File: src/rtl/hbed_pkg.sv
// Package for the Huffman build, encode and decode block.
// Holds sizes, the build sequencer states and the memory write request types.
// No dependencies.
package hbed_pkg;
	localparam int SYMBOLS     = 6;
	localparam int NODES       = 2 * SYMBOLS - 1;
	localparam int NODE_W      = $clog2(NODES + 1);
	localparam int SYM_W       = 3;
	localparam int WEIGHT_REGS = 6;
	localparam int WEIGHT_W    = 16;
	localparam int NWEIGHT_W   = 19;
	localparam int MAX_CODE    = 5;
	localparam int CODE_W      = 5;
	localparam int LEN_W       = 3;
	localparam int CFG_IDX_W   = 3;

	localparam logic [NODE_W-1:0] ROOT = NODE_W'(NODES);

	localparam logic MODE_ENCODE = 1'b0;
	localparam logic MODE_DECODE = 1'b1;
	localparam logic KIND_CODE   = 1'b0;
	localparam logic KIND_SYMBOL = 1'b1;

	typedef logic [WEIGHT_REGS-1:0][WEIGHT_W-1:0] weight_arr_t;

	typedef enum logic [2:0] {
		B_INIT,
		B_SCAN,
		B_MERGE,
		B_CODE,
		B_DONE
	} build_state_t;

	typedef struct packed {
		logic              en;
		logic [NODE_W-1:0] addr;
		logic [NODE_W-1:0] left;
		logic [NODE_W-1:0] right;
	} tree_wr_t;

	typedef struct packed {
		logic             en;
		logic [SYM_W-1:0] addr;
		logic [CODE_W-1:0] bits;
		logic [LEN_W-1:0] len;
	} code_wr_t;
endpackage

File: src/rtl/hbed_build.sv
// Tree and code table build sequencer: one scan step, merge or code walk step per cycle.
// Depends on hbed_pkg; feeds write requests to hbed_lookup.
module hbed_build (
	input  logic                clk,
	input  logic                arst_n,
	input  logic                restart,
	input  hbed_pkg::weight_arr_t weights,
	output logic                tree_valid,
	output hbed_pkg::tree_wr_t  tree_wr,
	output hbed_pkg::code_wr_t  code_wr
);
	import hbed_pkg::*;

	build_state_t state_q, state_d;

	logic [NWEIGHT_W-1:0] w_q [1:NODES];
	logic [NODE_W-1:0]    par_q [1:NODES];
	logic [NODE_W-1:0]    lc_q [SYMBOLS+1:NODES];

	logic [NODE_W-1:0]    n_q, j_q, a_q, b_q, c_q;
	logic [NWEIGHT_W-1:0] wa_q, wb_q;
	logic [1:0]           found_q;
	logic [SYM_W-1:0]     s_q;
	logic [CODE_W-1:0]    bits_q;
	logic [LEN_W-1:0]     len_q;

	logic [NODE_W-1:0]    pidx, p;
	logic [NWEIGHT_W-1:0] wj;
	logic                 walk;
	logic                 scan_last, code_last, merge_last;

	assign pidx       = (state_q == B_CODE) ? c_q : j_q;
	assign p          = par_q[pidx];
	assign wj         = w_q[j_q];
	assign walk       = (p != '0) && (len_q < LEN_W'(MAX_CODE));
	assign scan_last  = (j_q == n_q - NODE_W'(1));
	assign merge_last = (n_q == ROOT);
	assign code_last  = (s_q == SYM_W'(SYMBOLS - 1));

	always_comb begin
		state_d = state_q;
		case (state_q)
			B_INIT:  state_d = B_SCAN;
			B_SCAN:  if (scan_last) state_d = B_MERGE;
			B_MERGE: state_d = merge_last ? B_CODE : B_SCAN;
			B_CODE:  if (!walk && code_last) state_d = B_DONE;
			B_DONE:  state_d = B_DONE;
			default: state_d = B_INIT;
		endcase
		if (restart) state_d = B_INIT;
	end

	always_comb begin
		tree_valid    = (state_q == B_DONE);
		tree_wr.en    = (state_q == B_MERGE);
		tree_wr.addr  = n_q;
		tree_wr.left  = a_q;
		tree_wr.right = b_q;
		code_wr.en    = (state_q == B_CODE) && !walk;
		code_wr.addr  = s_q;
		code_wr.bits  = bits_q;
		code_wr.len   = len_q;
	end

	always_ff @(posedge clk or negedge arst_n) begin
		if (!arst_n) begin
			state_q <= B_INIT;
		end else begin
			state_q <= state_d;
		end
	end

	always_ff @(posedge clk) begin
		case (state_q)
			B_INIT: begin
				for (int i = 1; i <= NODES; i++) par_q[i] <= '0;
				for (int i = 1; i <= SYMBOLS; i++) w_q[i] <= NWEIGHT_W'(weights[i-1]);
				n_q     <= NODE_W'(SYMBOLS + 1);
				j_q     <= NODE_W'(1);
				found_q <= 2'd0;
			end
			B_SCAN: begin
				if (par_q[j_q] == '0) begin
					case (found_q)
						2'd0: begin
							a_q     <= j_q;
							wa_q    <= wj;
							found_q <= 2'd1;
						end
						2'd1: begin
							found_q <= 2'd2;
							if (wa_q > wj) begin
								b_q  <= a_q;
								wb_q <= wa_q;
								a_q  <= j_q;
								wa_q <= wj;
							end else begin
								b_q  <= j_q;
								wb_q <= wj;
							end
						end
						default: begin
							if (wj < wa_q) begin
								b_q  <= a_q;
								wb_q <= wa_q;
								a_q  <= j_q;
								wa_q <= wj;
							end else if (wj < wb_q) begin
								b_q  <= j_q;
								wb_q <= wj;
							end
						end
					endcase
				end
				j_q <= j_q + NODE_W'(1);
			end
			B_MERGE: begin
				w_q[n_q]  <= wa_q + wb_q;
				par_q[a_q] <= n_q;
				par_q[b_q] <= n_q;
				lc_q[n_q] <= a_q;
				n_q       <= n_q + NODE_W'(1);
				j_q       <= NODE_W'(1);
				found_q   <= 2'd0;
				s_q       <= '0;
				c_q       <= NODE_W'(1);
				len_q     <= '0;
				bits_q    <= '0;
			end
			B_CODE: begin
				if (walk) begin
					if (lc_q[p] != c_q) bits_q <= bits_q | (CODE_W'(1) << len_q);
					len_q <= len_q + LEN_W'(1);
					c_q   <= p;
				end else begin
					s_q    <= s_q + SYM_W'(1);
					c_q    <= NODE_W'(s_q) + NODE_W'(2);
					len_q  <= '0;
					bits_q <= '0;
				end
			end
			default: begin
			end
		endcase
	end
endmodule

File: src/rtl/hbed_lookup.sv
// Tree and code table memories with the request stage, decode walker and output register.
// Depends on hbed_pkg; written by hbed_build.
module hbed_lookup (
	input  logic                     clk,
	input  logic                     arst_n,
	input  logic                     tree_valid,
	input  hbed_pkg::tree_wr_t       tree_wr,
	input  hbed_pkg::code_wr_t       code_wr,
	input  logic                     in_valid,
	output logic                     in_stall,
	input  logic                     mode,
	input  logic [hbed_pkg::SYM_W-1:0] symbol_in,
	input  logic                     code_bit,
	output logic                     out_valid,
	input  logic                     out_stall,
	output logic                     result_kind,
	output logic [hbed_pkg::CODE_W-1:0] code_word,
	output logic [hbed_pkg::LEN_W-1:0]  code_length,
	output logic [hbed_pkg::SYM_W-1:0]  symbol_out
);
	import hbed_pkg::*;

	logic [2*NODE_W-1:0]      tree_mem [SYMBOLS+1:NODES];
	logic [CODE_W+LEN_W-1:0]  code_mem [0:SYMBOLS-1];
	logic [2*NODE_W-1:0]      tree_rd_s2;
	logic [CODE_W+LEN_W-1:0]  code_rd_s2;

	logic              s1_v_q, mode_s1, sym_ok_s1, bit_s1;
	logic [NODE_W-1:0] dnode_q, next_node;
	logic              accept, done, leaf;

	assign in_stall  = !tree_valid || s1_v_q;
	assign accept    = in_valid && !in_stall;
	assign done      = s1_v_q && (!out_valid || !out_stall);
	assign next_node = bit_s1 ? tree_rd_s2[NODE_W-1:0] : tree_rd_s2[2*NODE_W-1:NODE_W];
	assign leaf      = (next_node <= NODE_W'(SYMBOLS));

	always_ff @(posedge clk) begin
		if (tree_wr.en) tree_mem[tree_wr.addr] <= {tree_wr.left, tree_wr.right};
		if (code_wr.en) code_mem[code_wr.addr] <= {code_wr.bits, code_wr.len};
		if (accept) begin
			tree_rd_s2 <= tree_mem[dnode_q];
			if (symbol_in < SYM_W'(SYMBOLS)) code_rd_s2 <= code_mem[symbol_in];
			mode_s1   <= mode;
			sym_ok_s1 <= (symbol_in < SYM_W'(SYMBOLS));
			bit_s1    <= code_bit;
		end
	end

	always_ff @(posedge clk or negedge arst_n) begin
		if (!arst_n) begin
			s1_v_q    <= 1'b0;
			dnode_q   <= ROOT;
			out_valid <= 1'b0;
		end else begin
			if (accept) s1_v_q <= 1'b1;
			else if (done) s1_v_q <= 1'b0;
			if (!tree_valid) begin
				dnode_q <= ROOT;
			end else if (done && mode_s1 == MODE_DECODE) begin
				dnode_q <= leaf ? ROOT : next_node;
			end
			if (done && (mode_s1 == MODE_DECODE ? leaf : sym_ok_s1)) out_valid <= 1'b1;
			else if (!out_stall) out_valid <= 1'b0;
		end
	end

	always_ff @(posedge clk) begin
		if (done) begin
			if (mode_s1 == MODE_DECODE) begin
				result_kind <= KIND_SYMBOL;
				code_word   <= '0;
				code_length <= '0;
				symbol_out  <= SYM_W'(next_node - NODE_W'(1));
			end else begin
				result_kind <= KIND_CODE;
				code_word   <= code_rd_s2[CODE_W+LEN_W-1:LEN_W];
				code_length <= code_rd_s2[LEN_W-1:0];
				symbol_out  <= '0;
			end
		end
	end
endmodule

File: src/rtl/huffman_build_encode_decode_top.sv
// Top level of the static Huffman build, encode and decode block.
// Depends on hbed_pkg, hbed_build and hbed_lookup.
//
//   Channel   Direction  Handshake             Payload
//   in        to block   in_valid / in_stall   mode, symbol_in, code_bit
//   out       from block out_valid / out_stall result_kind, code_word, code_length, symbol_out
//   cfg       to block   cfg_valid / cfg_ready cfg_index, cfg_data
//
// Each request is registered in a memory read stage; then the decode walker or code table
// result goes to the output register. No new request is taken while one sits in the read
// stage. After reset or a weight write the tree is rebuilt, and no request is taken until
// the build is done. A stalled output holds the next request in its read stage.
module huffman_build_encode_decode_top (
	input  logic                        clk,
	input  logic                        arst_n,
	input  logic                        in_valid,
	output logic                        in_stall,
	input  logic                        mode,
	input  logic [hbed_pkg::SYM_W-1:0]  symbol_in,
	input  logic                        code_bit,
	output logic                        out_valid,
	input  logic                        out_stall,
	output logic                        result_kind,
	output logic [hbed_pkg::CODE_W-1:0] code_word,
	output logic [hbed_pkg::LEN_W-1:0]  code_length,
	output logic [hbed_pkg::SYM_W-1:0]  symbol_out,
	input  logic                        cfg_valid,
	output logic                        cfg_ready,
	input  logic [hbed_pkg::CFG_IDX_W-1:0] cfg_index,
	input  logic [hbed_pkg::WEIGHT_W-1:0]  cfg_data
);
	import hbed_pkg::*;

	weight_arr_t weights_q;
	logic        cfg_wr, weight_wr, tree_valid;
	tree_wr_t    tree_wr;
	code_wr_t    code_wr;

	assign cfg_ready = 1'b1;
	assign cfg_wr    = cfg_valid && cfg_ready;
	assign weight_wr = cfg_wr && (cfg_index < CFG_IDX_W'(WEIGHT_REGS));

	always_ff @(posedge clk or negedge arst_n) begin
		if (!arst_n) begin
			for (int i = 0; i < WEIGHT_REGS; i++) weights_q[i] <= WEIGHT_W'(1);
		end else if (weight_wr) begin
			weights_q[cfg_index] <= cfg_data;
		end
	end

	hbed_build u_build (
		.clk        (clk),
		.arst_n     (arst_n),
		.restart    (weight_wr),
		.weights    (weights_q),
		.tree_valid (tree_valid),
		.tree_wr    (tree_wr),
		.code_wr    (code_wr)
	);

	hbed_lookup u_lookup (
		.clk         (clk),
		.arst_n      (arst_n),
		.tree_valid  (tree_valid),
		.tree_wr     (tree_wr),
		.code_wr     (code_wr),
		.in_valid    (in_valid),
		.in_stall    (in_stall),
		.mode        (mode),
		.symbol_in   (symbol_in),
		.code_bit    (code_bit),
		.out_valid   (out_valid),
		.out_stall   (out_stall),
		.result_kind (result_kind),
		.code_word   (code_word),
		.code_length (code_length),
		.symbol_out  (symbol_out)
	);
endmodule

File: config.mk
export PLATFORM = sky130hd
export DESIGN_NAME = huffman_build_encode_decode_top
export DESIGN_NICKNAME = d
export VERILOG_FILES = /design/src/rtl/hbed_pkg.sv /design/src/rtl/hbed_build.sv /design/src/rtl/hbed_lookup.sv /design/src/rtl/huffman_build_encode_decode_top.sv
export SDC_FILE = /design/constraint.sdc
export NUM_CORES = 1
export LEC_CHECK = 0
export ABC_AREA = 1
export BUFFER_PORTS_ARGS = -buffer_cell sky130_fd_sc_hd__buf_2
export CELL_PAD_IN_SITES_DETAIL_PLACEMENT = 1
export CELL_PAD_IN_SITES_GLOBAL_PLACEMENT = 1
export CORE_MARGIN = 2
export CORE_UTILIZATION = 40
export CTS_CLUSTER_SIZE = 10
export DETAILED_ROUTE_END_ITERATION = 10
export GPL_TIMING_DRIVEN = 1
export HOLD_SLACK_MARGIN = 0.03
export PLACE_DENSITY_LB_ADDON = 0.25
export SETUP_SLACK_MARGIN = 0.4
export SYNTH_ARGS = -nofsm -noshare
export SYNTH_HDL_FRONTEND = slang
export SYNTH_SLANG_ARGS = --single-unit
File: constraint.sdc
create_clock -name clk -period 5.7 [get_ports clk]
set_input_delay 0.855 -clock clk [delete_from_list [all_inputs] [get_ports clk]]
set_output_delay 0.855 -clock clk [all_outputs]
set_load 0.1 [all_outputs]
==> results of run 1 <==
## state kept, by name, indices dropped and copies added, names as in the netlist, 3 cells and up, named ones only
name                  flops
u_build.bits_q            5
u_build.wb_q             19
weights_q                96
u_lookup.symbol_out       3
u_build.s_q               3
u_build.c_q               4
u_lookup.code_word        5
u_build.par_q            64
u_build.state_q           3
u_lookup.code_mem        48
u_build.j_q               4
u_build.b_q               4
u_build.len_q             3
u_lookup.tree_mem        25
u_lookup.tree_rd_s2       8
u_build.n_q               4
u_build.w_q             304
u_build.wa_q             19
u_build.a_q               4
u_lookup.dnode_q          3
u_lookup.code_length      3
u_build.lc_q             15
u_lookup.code_rd_s2       8
## path summary, 6_finish.rpt
kind,start,end,slack [ns]
min,arst_n,weights_q[39],0.36
max in group asynchronous,arst_n,weights_q[48],4.17
min in group clk,code_bit,u_lookup.bit_s1,0.40
max,flip-flop,u_build.wa_q[3],1.02
max reg2reg,flip-flop,u_build.wa_q[3],1.02
min reg2reg,weights_q[11],weights_q[11],0.48
## critical path, delay by kind of cell (launching register included)
family / cells / cell delay [ns]
AOI/OAI and AO/OA: 8 / 1.46
buffers and inverters: 4 / 1.41
and+or+nand+nor: 8 / 0.90
DFF: 1 / 0.33
adders and majority gates: 1 / 0.29
## through the flow
step	total power [W]	util, %	hold slack [ns]
2_1_floorplan	0.0126	-	0.424
3_3_place_gp	0.0155	42.2	0.465
3_5_place_dp	0.0159	42.2	0.476
4_1_cts	0.0207	45.4	0.363
5_1_grt	0.0218	45.4	0.368
6_report	0.0206	45.4	0.364
## power by group
group / leakage [nW] / internal (W) / switching [W]
registers: 6.52 / 0.00725 / 0.000594
logic: 5.39 / 0.00207 / 0.00592
clock network: 1.15 / 0.00272 / 0.00201
total: 13.1 / 0.0120 / 0.00852
## kinds of logic after synthesis
group,Yosys count,share of synthesized area [%]
adders and majority gates,74,3.11
AOI/OAI and AO/OA,673,12.8
other,1,0.0125
muxes,1,0.0375
and+or+nand+nor,1045,14.1
DFF,666,64.8
xor gates and xnor gates,14,0.408
buffers and inverters,365,4.75
## cell type report
type | count | area (um2)
Inverter | 228 | 858
Clock inverter | 10 | 148
Sequential cell | 666 | 19500
Multi-Input combinational cell | 1808 | 9180
Clock buffer | 137 | 2270
Fill cell | 8111 | 40600
Timing Repair Buffer | 102 | 701
Tap cell | 969 | 1210
## placed cells by master, fill, tap and decap left out, drive strengths merged, types with 4 or more instances in the layout
| cell | synthesis | layout |
|---|---|---|
| a21oi | 84 | 84 |
| o21ai | 422 | 422 |
| dfrtp | 96 | 96 |
| xor2 | 8 | 8 |
| o211ai | 35 | 35 |
| o311ai | 5 | 5 |
| nand3 | 107 | 107 |
| nand4 | 7 | 7 |
| nor3 | 16 | 16 |
| ha | 73 | 73 |
| nor2 | 408 | 408 |
| clkbuf | 124 | 137 |
| dfstp | 8 | 8 |
| or2 | 12 | 12 |
| clkinv | 1 | 7 |
| nand2 | 491 | 491 |
| o221ai | 55 | 55 |
| dfxtp | 4 | 4 |
| a32o | 8 | 8 |
| xnor2 | 6 | 6 |
| buf | 13 | 102 |
| o22ai | 38 | 38 |
| inv | 227 | 231 |
| edfxtp | 558 | 558 |
| a31oi | 7 | 7 |
## per-layer routing
layer  vias to the layer above  track usage [%]  share of wire (%)
li1                      10100                -                  -
met2                       578             39.8                 49
met1                     11000             29.5                 42
met3                       162             3.13                4.9
met4                         2             9.81                3.9
met5                         -                0             0.0089
==> impl_metrics.toml, run 1 <==
[cells_and_area]
instances_no_fill = 3920
drive_gt1_share_pct = 8.74
antenna_cells = 0
area_delta_synth_final_pct = 12.6
final_area_mm2 = 0.0338
nets = 2988

[placed_design]
port_buffers = 42
dp.cells = 3773
dpl_cell_area_mm2 = 0.0314
dpl.hpwl_mm = 59.9
gp_congestion = 0.910
place_ws_ns = 1.04

[floorplanning]
boundaryPins = 44
dieArea_mm2 = 0.0773
die_y_um = 278
num_rows = 100
die_w_um = 278
coreArea_mm2 = 0.0744
initial_core_util_pct = 40.3

[sta]
final.min_clock_period_ns = 4.68
clock_skew_ns = 0.0281
finalSetupTns_ns = 0
max_freq_mhz = 214
period_share_pct = 82.1
drv_slew = 0
rsz0062_at_grt = "false"
setup_violations = 0
hold_viol_final = 0
worstMarginPinSlew_ns = 1.19
fin_ws_ns = 1.02
max_slew_margin_pct = 20.6

[logic_synthesis]
synth_edf_count = 558
synthTopCellsByArea = "edfxtp_1 (56%), dfrtp_1 (8.0%), o21ai_0 (6.9%), nand2_1 (6.0%), nor2_1 (5.0%)"
yosys.cell_types.count = 58
synth.most_common_cell = "edfxtp_1"
syn_area_mm2 = 0.0300
yosysTopAreaCellShare_pct = 55.8
synth_seq_cells = 666
ys_seq_area_share_pct = 64.8
synth_common_cells = "edfxtp_1 (558), nand2_1 (484), o21ai_0 (413)"
async_flop_share_pct = 15.6
yosys.area.top_type = "edfxtp_1"
ys.warnings.count = 0
syn_area_per_cell_um2 = 10.6
synthesis.nets = 2942
synth_ff_type = "edfxtp_1"
syn_inst = 2839

[clocking]
root_buffer = "clkbuf_16"
cts.sink_count = 666
clk_pin_slew_worst_paths_ns = 0.06
cts_resized = 0
ctsHoldBuffers = 0
ctsHtreeMaxLevel = 3
cts_tree = "yes"
cts_buffers = 79
clk_latency_ns = 0.63
post-cts-setup-buffers = 0
cts.path.max_buffers = 3

[route]
wl_per_cell_um = 22.8
drc = 0
first_pass_iters = 5
vias_per_cell = 5.55
postRouteAntennaNets = 0
drtIter0Drc = 1771
drt_wl_total_mm = 89.4
vias = 21700

[hold_path]
hold_path_class = "in -> async"

[pwr]
ir_drop_v = 0.000375
power.leakage_nw = 13.1
p_per_area_mw_per_mm2 = 608

[global_routing]
grt_start_max_net_pins = 80
grt_pass1_vias = 23100
grt_antenna_before_repair = 2
grt_first_pass_wirelength_mm = 138
overflow = 0
grtUsageTotal_pct = 23.2

[flow_run]
cap_violations = 0

[worst_setup_path]
end_kind = "flip-flop"
crit_required_ns = 6.06
path_common_cell = "nand2_1"
cpPeakStageDelay_ns = 0.68
crit_arrival_ns = 5.04
crit_path_start_kind = "flip-flop"
crit_type = "reg -> reg"
path_cells = "buf_4, o21ai_0, o221ai_1, o211ai_1, nand2_1, inv_1, ha_1, nand2_1, o21ai_0, a211oi_1, nand2_1, nand2_1, a21oi_1, o21ai_0, nand2_1, nand2_1, nand2_1, nand2_1, buf_4, a21oi_2, buf_12"
reg2reg_depth = 21
critPathSlowestCell = "buf_4"
worstPathMaxFanout = 79

[status]
status = "finished clean"
Power figures use the tool's default switching activity.
==> inputs of run 2 (changes only) <==
clock period = 4.4 ns   (was 5.7 ns; I/O delays follow)
==> impl_metrics.toml, run 2 (synthesized netlist as in run 1, its figures left out) <==
[cells_and_area]
largest-register = "u_build.w_q"
largest_register_ffs = 304
instances_no_fill = 3944
drive_gt1_share_pct = 9.82
area_delta_synth_final_pct = 14.4
layout_commonest_cell = "edfxtp_1"
antenna_cells = 0
top_regs = "u_build.w_q x304, weights_q x96, u_build.par_q x64"
nets = 3018
mostFrequentLayoutCells = "edfxtp_1 (558), nand2_1 (479), o21ai_0 (411)"

[worst_setup_path]
crit_arrival_ns = 4.14
crit_type = "reg -> reg"
worstPathMaxFanout = 61
end_kind = "flip-flop"
crit_required_ns = 4.73
crit_path_start_kind = "flip-flop"

[clocking]
ctsHtreeMaxLevel = 3
clk_pin_slew_worst_paths_ns = 0.06
cts.sink_count = 666
cts_tree = "yes"
cts_buffers = 79
root_buffer = "clkbuf_16"
cts.path.max_buffers = 3
clk_latency_ns = 0.64

[global_routing]
grt_pass1_vias = 23400
grt_first_pass_wirelength_mm = 140
grt_antenna_before_repair = 0
overflow = 0
grt_start_max_net_pins = 80
grtUsageTotal_pct = 23.4

[route]
vias = 22100
postRouteAntennaNets = 0
first_pass_iters = 7
drtIter0Drc = 1695
vias_per_cell = 5.61
drt_wl_total_mm = 91.2
wl_per_cell_um = 23.1
drc = 0

[placed_design]
dpl.hpwl_mm = 60.8
dp.cells = 3788
gp_congestion = 0.852
port_buffers = 42

[sta]
setup_violations = 0
final.min_clock_period_ns = 3.81
finalSetupTns_ns = 0
max_slew_margin_pct = 41.0
hold_viol_final = 0
clock_skew_ns = 0.0226
max_freq_mhz = 262
worstMarginPinSlew_ns = 0.882
period_share_pct = 86.6
drv_slew = 0
rsz0062_at_grt = "true"

[pwr]
pwr-share-seq_pct = 37.2
p_int_w = 0.0160
power.share.clock_pct = 22.6
power_w = 0.0274
power.leakage_nw = 13.3
ir_drop_v = 0.000445
p_per_area_mw_per_mm2 = 797
p_sw_share_pct = 41.6
p_comb_share_pct = 40.2
p_sw_w = 0.0114

[floorplanning]
initial_core_util_pct = 40.3
die_y_um = 278
num_rows = 100
dieArea_mm2 = 0.0773
coreArea_mm2 = 0.0744
boundaryPins = 44
die_w_um = 278

[status]
status = "finished clean"

[hold_path]
hold_path_class = "in -> async"

[flow_run]
cap_violations = 0
[run 2: cell count changes in the layout (fill, tap and decap cells not counted), sizes merged]
cell    delta
buf       +26
clkbuf     -8
clkinv     +6
inv        -3
bufinv     +2
bufbuf     +1
[run 2: critical path, cell delays in order (launching register included)]
cell	delay (ns)
dfxtp_4	0.45
buf_12	0.30
o21ai_0	0.19
o221ai_1	0.22
nand3_1	0.11
nand2_1	0.18
inv_1	0.10
ha_1	0.30
nand2_1	0.06
o21ai_0	0.19
a211oi_1	0.10
nand2_1	0.08
nand2_1	0.05
a21oi_1	0.15
o21ai_1	0.09
nand2_1	0.07
nand2_1	0.05
nand2_1	0.12
nand2_2	0.10
buf_6	0.15
a21oi_4	0.18
buf_12	0.19
[run 2: final cells by class]
type,count,area [um2]
flip-flops and latches,666,19500
clock inverters,14,228
well taps,969,1210
repair buffers,131,1140
clock buffers,127,2190
multi-input cells,1808,9240
repair inverters,1,8.76
fillers,8101,40100
inverters,228,876
[run 2: per-stage QoR]
stage                     hold WS (ns)  util [%]  area (um2)  worst slack (ns)
final                           0.0496      46.1       34300             0.589
after global routing            0.0860      46.1       34300             0.375
after CTS                       0.0435      45.9       34200             0.404
after detailed placement         0.474      42.5       31600             0.232
after global placement           0.468      42.5       31600             0.436
after floorplan                  0.364         -       30000             0.402
[run 2: power groups by stage]
| stage | logic [W] | clock network (W) | registers [W] |
|---|---|---|---|
| 5_1_grt | 0.0120 | 0.00654 | 0.0103 |
| 6_report | 0.0110 | 0.00620 | 0.0102 |
| 3_5_place_dp | 0.0105 | 0 | 0.0103 |
| 4_1_cts | 0.0107 | 0.00630 | 0.0102 |
| 2_1_floorplan | 0.00640 | 0 | 0.00997 |
| 3_3_place_gp | 0.0100 | 0 | 0.0102 |
[run 2: final timing paths]
check,start,to,slack [ns],depth (start not counted)
setup / recovery,flip-flop,u_build.wa_q[5],0.59,21
setup reg to reg,flip-flop,u_build.wa_q[5],0.59,21
max in group asynchronous,arst_n,weights_q[48],3.36,2
min in group clk,code_bit,u_lookup.bit_s1,0.20,1
hold / removal,arst_n,weights_q[24],0.05,1
hold reg to reg,weights_q[75],weights_q[75],0.48,2
[run 2: per-layer routing]
layer  vias to the layer above  wire length, um  GRT usage (%)
met1                     11300            38800           30.1
li1                      10100                -              -
met5                         -                0              0
met4                         0             2900           7.94
met2                       607            45400           41.2
met3                       141             4110           2.69
[run 2: what timing repair did]
item	4_1_cts	5_1_grt
cloned	2	3
setup endpoints to repair	61	72
pin swaps	2	5
gates resized for setup	7	20
setup buffers	3	7
hold buffers	0	0
endpoints found under the hold margin	0	0
==> inputs of run 3 (changes only) <==
CORE_UTILIZATION = 45   (was 40)
==> impl_metrics.toml, run 3 (synthesized netlist as in run 1, its figures left out) <==
[clocking]
ctsHtreeMaxLevel = 3
ctsHoldBuffers = 0
cts.sink_count = 666
clk_pin_slew_worst_paths_ns = 0.06
cts_buffers = 78
root_buffer = "clkbuf_16"
cts_tree = "yes"
cts.path.max_buffers = 3
clk_latency_ns = 0.64

[cells_and_area]
antenna_cells = 0
finish.utilization_pct = 52.2
nets = 3020
seq_area_mm2 = 0.0195
layout_commonest_cell = "edfxtp_1"
top_regs = "u_build.w_q x304, weights_q x96, u_build.par_q x64"
nFillCells = 7098
area_delta_synth_final_pct = 14.5
largest-register = "u_build.w_q"
drive_gt1_share_pct = 10.3
largest_register_ffs = 304
multi_input_area_mm2 = 0.00930
mostFrequentLayoutCells = "edfxtp_1 (558), nand2_1 (474), o21ai_0 (406)"
final_area_mm2 = 0.0344

[worst_setup_path]
crit_path_start_kind = "flip-flop"
cpPeakStageDelay_ns = 0.47
reg2reg_depth = 22
critPathSlowestCell = "dfxtp_4"
end_kind = "flip-flop"
worstPathMaxFanout = 18
r2r-end = "u_build.wa_q[9]"
r2r_slack_ns = 0.47
crit_type = "reg -> reg"
path_common_cell = "nand2_1"
crit_arrival_ns = 4.32
crit_required_ns = 4.78
path_cells = "buf_12, buf_4, clkbuf_16, o21ai_0, o221ai_1, nand3_1, nand2_1, inv_1, ha_1, nand2_2, nor2_1, a211oi_2, a21oi_2, o21ai_2, nand2_1, nand2_1, nand2_2, nand2_4, buf_6, a21oi_4, buf_12, clkbuf_16"

[route]
drc = 0
first_pass_iters = 5
drtIter0Drc = 2020
vias_per_cell = 5.80
vias = 22300
wl_per_cell_um = 23.8
highest_layer = "met4"
wl_met1_mm = 36.6
wl_met3_mm = 5.38
postRouteAntennaNets = 0
drt_wl_total_mm = 91.5
met2RoutedLength_mm = 45.5

[placed_design]
dpl_cell_area_mm2 = 0.0314
port_buffers = 42
gp_congestion = 0.891
dpl.hpwl_mm = 59.3

[floorplanning]
dieArea_mm2 = 0.0688
die_y_um = 262
boundaryPins = 44
die_w_um = 262
num_rows = 94
coreArea_mm2 = 0.0659
initial_core_util_pct = 45.6

[global_routing]
grt_pass1_vias = 23500
grt_antenna_before_repair = 0
overflow = 0
grt_first_pass_wirelength_mm = 138
grtUsageTotal_pct = 25.8
grt_start_max_net_pins = 58

[sta]
max_freq_mhz = 254
rsz0062_at_grt = "true"
setup_violations = 0
hold_viol_final = 0
drv_slew = 0
max_slew_margin_pct = 16.2
finalSetupTns_ns = 0
clock_skew_ns = 0.0226
worstMarginPinSlew_ns = 1.25
final.min_clock_period_ns = 3.93
whs_ns = 0.0947
period_share_pct = 89.4

[hold_path]
hold_path_class = "in -> async"

[pwr]
power.leakage_nw = 13.3
ir_drop_v = 0.000353
p_per_area_mw_per_mm2 = 805
power_w = 0.0277

[flow_run]
cap_violations = 0

[status]
status = "finished clean"
==> run 3: changes by cell type in the layout (fill, tap and decap cells not counted), moves of 4 or more <==
| cell | change |
|---|---|
| buf_12 | +4 |
| inv_1 | -4 |
| clkbuf_16 | +5 |
| buf_4 | -11 |
| nand2_1 | -5 |
| o21ai_0 | -5 |
| nor2_2 | +4 |
| inv_2 | +4 |
| clkbuf_1 | +5 |
==> run 3: repair_timing <==
item	CTS	global route
setup buffers	2	16
cloned	2	9
resized for setup	10	57
pin swaps	0	16
endpoints found under the setup margin	57	93
==> run 3: metal layers <==
metal,vias up,global-route usage (%)
li1,10100,-
met1,11100,31.9
met2,788,44.7
met3,211,4.29
met4,0,10.8
met5,-,0
==> run 3: final cells by class <==
class / instances / share of cell area, %
clock buffers: 131 / 6.35
clock inverters: 9 / 0.320
inverters: 228 / 2.57
multi-input cells: 1808 / 27.0
flip-flops and latches: 666 / 56.6
well taps: 864 / 3.14
repair buffers: 135 / 3.97
==> run 3: power by group <==
part / internal [W] / switching, W / total [W]
logic: 0.00338 / 0.00813 / 0.0115
registers: 0.00940 / 0.000832 / 0.0102
clock network: 0.00339 / 0.00255 / 0.00594
==> run 3: worst max-delay path: cells and delay by family, from the launching register on <==
| kind | cells | cell delay (ns) |
|---|---|---|
| buffers and inverters | 7 | 0.99 |
| AO/OA/AOI/OAI | 6 | 0.97 |
| adder cells (fa/ha/maj) | 1 | 0.35 |
| AND/OR/NAND/NOR | 8 | 0.91 |
| flip-flops | 1 | 0.47 |
==> run 3: stage by stage <==
| stage | instances | setup WS [ns] |
|---|---|---|
| floorplan | 2839 | 0.402 |
| global placement | 3672 | 0.402 |
| detailed placement | 3672 | 0.257 |
| CTS | 3816 | 0.420 |
| global route | 3841 | 0.366 |
| finish | 3841 | 0.467 |
==> run 3: worst max-delay path by stage <==
stage / from / cells past startpoint / end
2_1_floorplan: flip-flop / 22 / u_build.a_q[0]
3_3_place_gp: flip-flop / 19 / u_build.wb_q[12]
3_5_place_dp: flip-flop / 19 / u_build.wb_q[1]
4_1_cts: flip-flop / 23 / u_build.wb_q[5]
5_1_grt: flip-flop / 23 / u_build.wa_q[11]
6_report: flip-flop / 22 / u_build.wa_q[9]
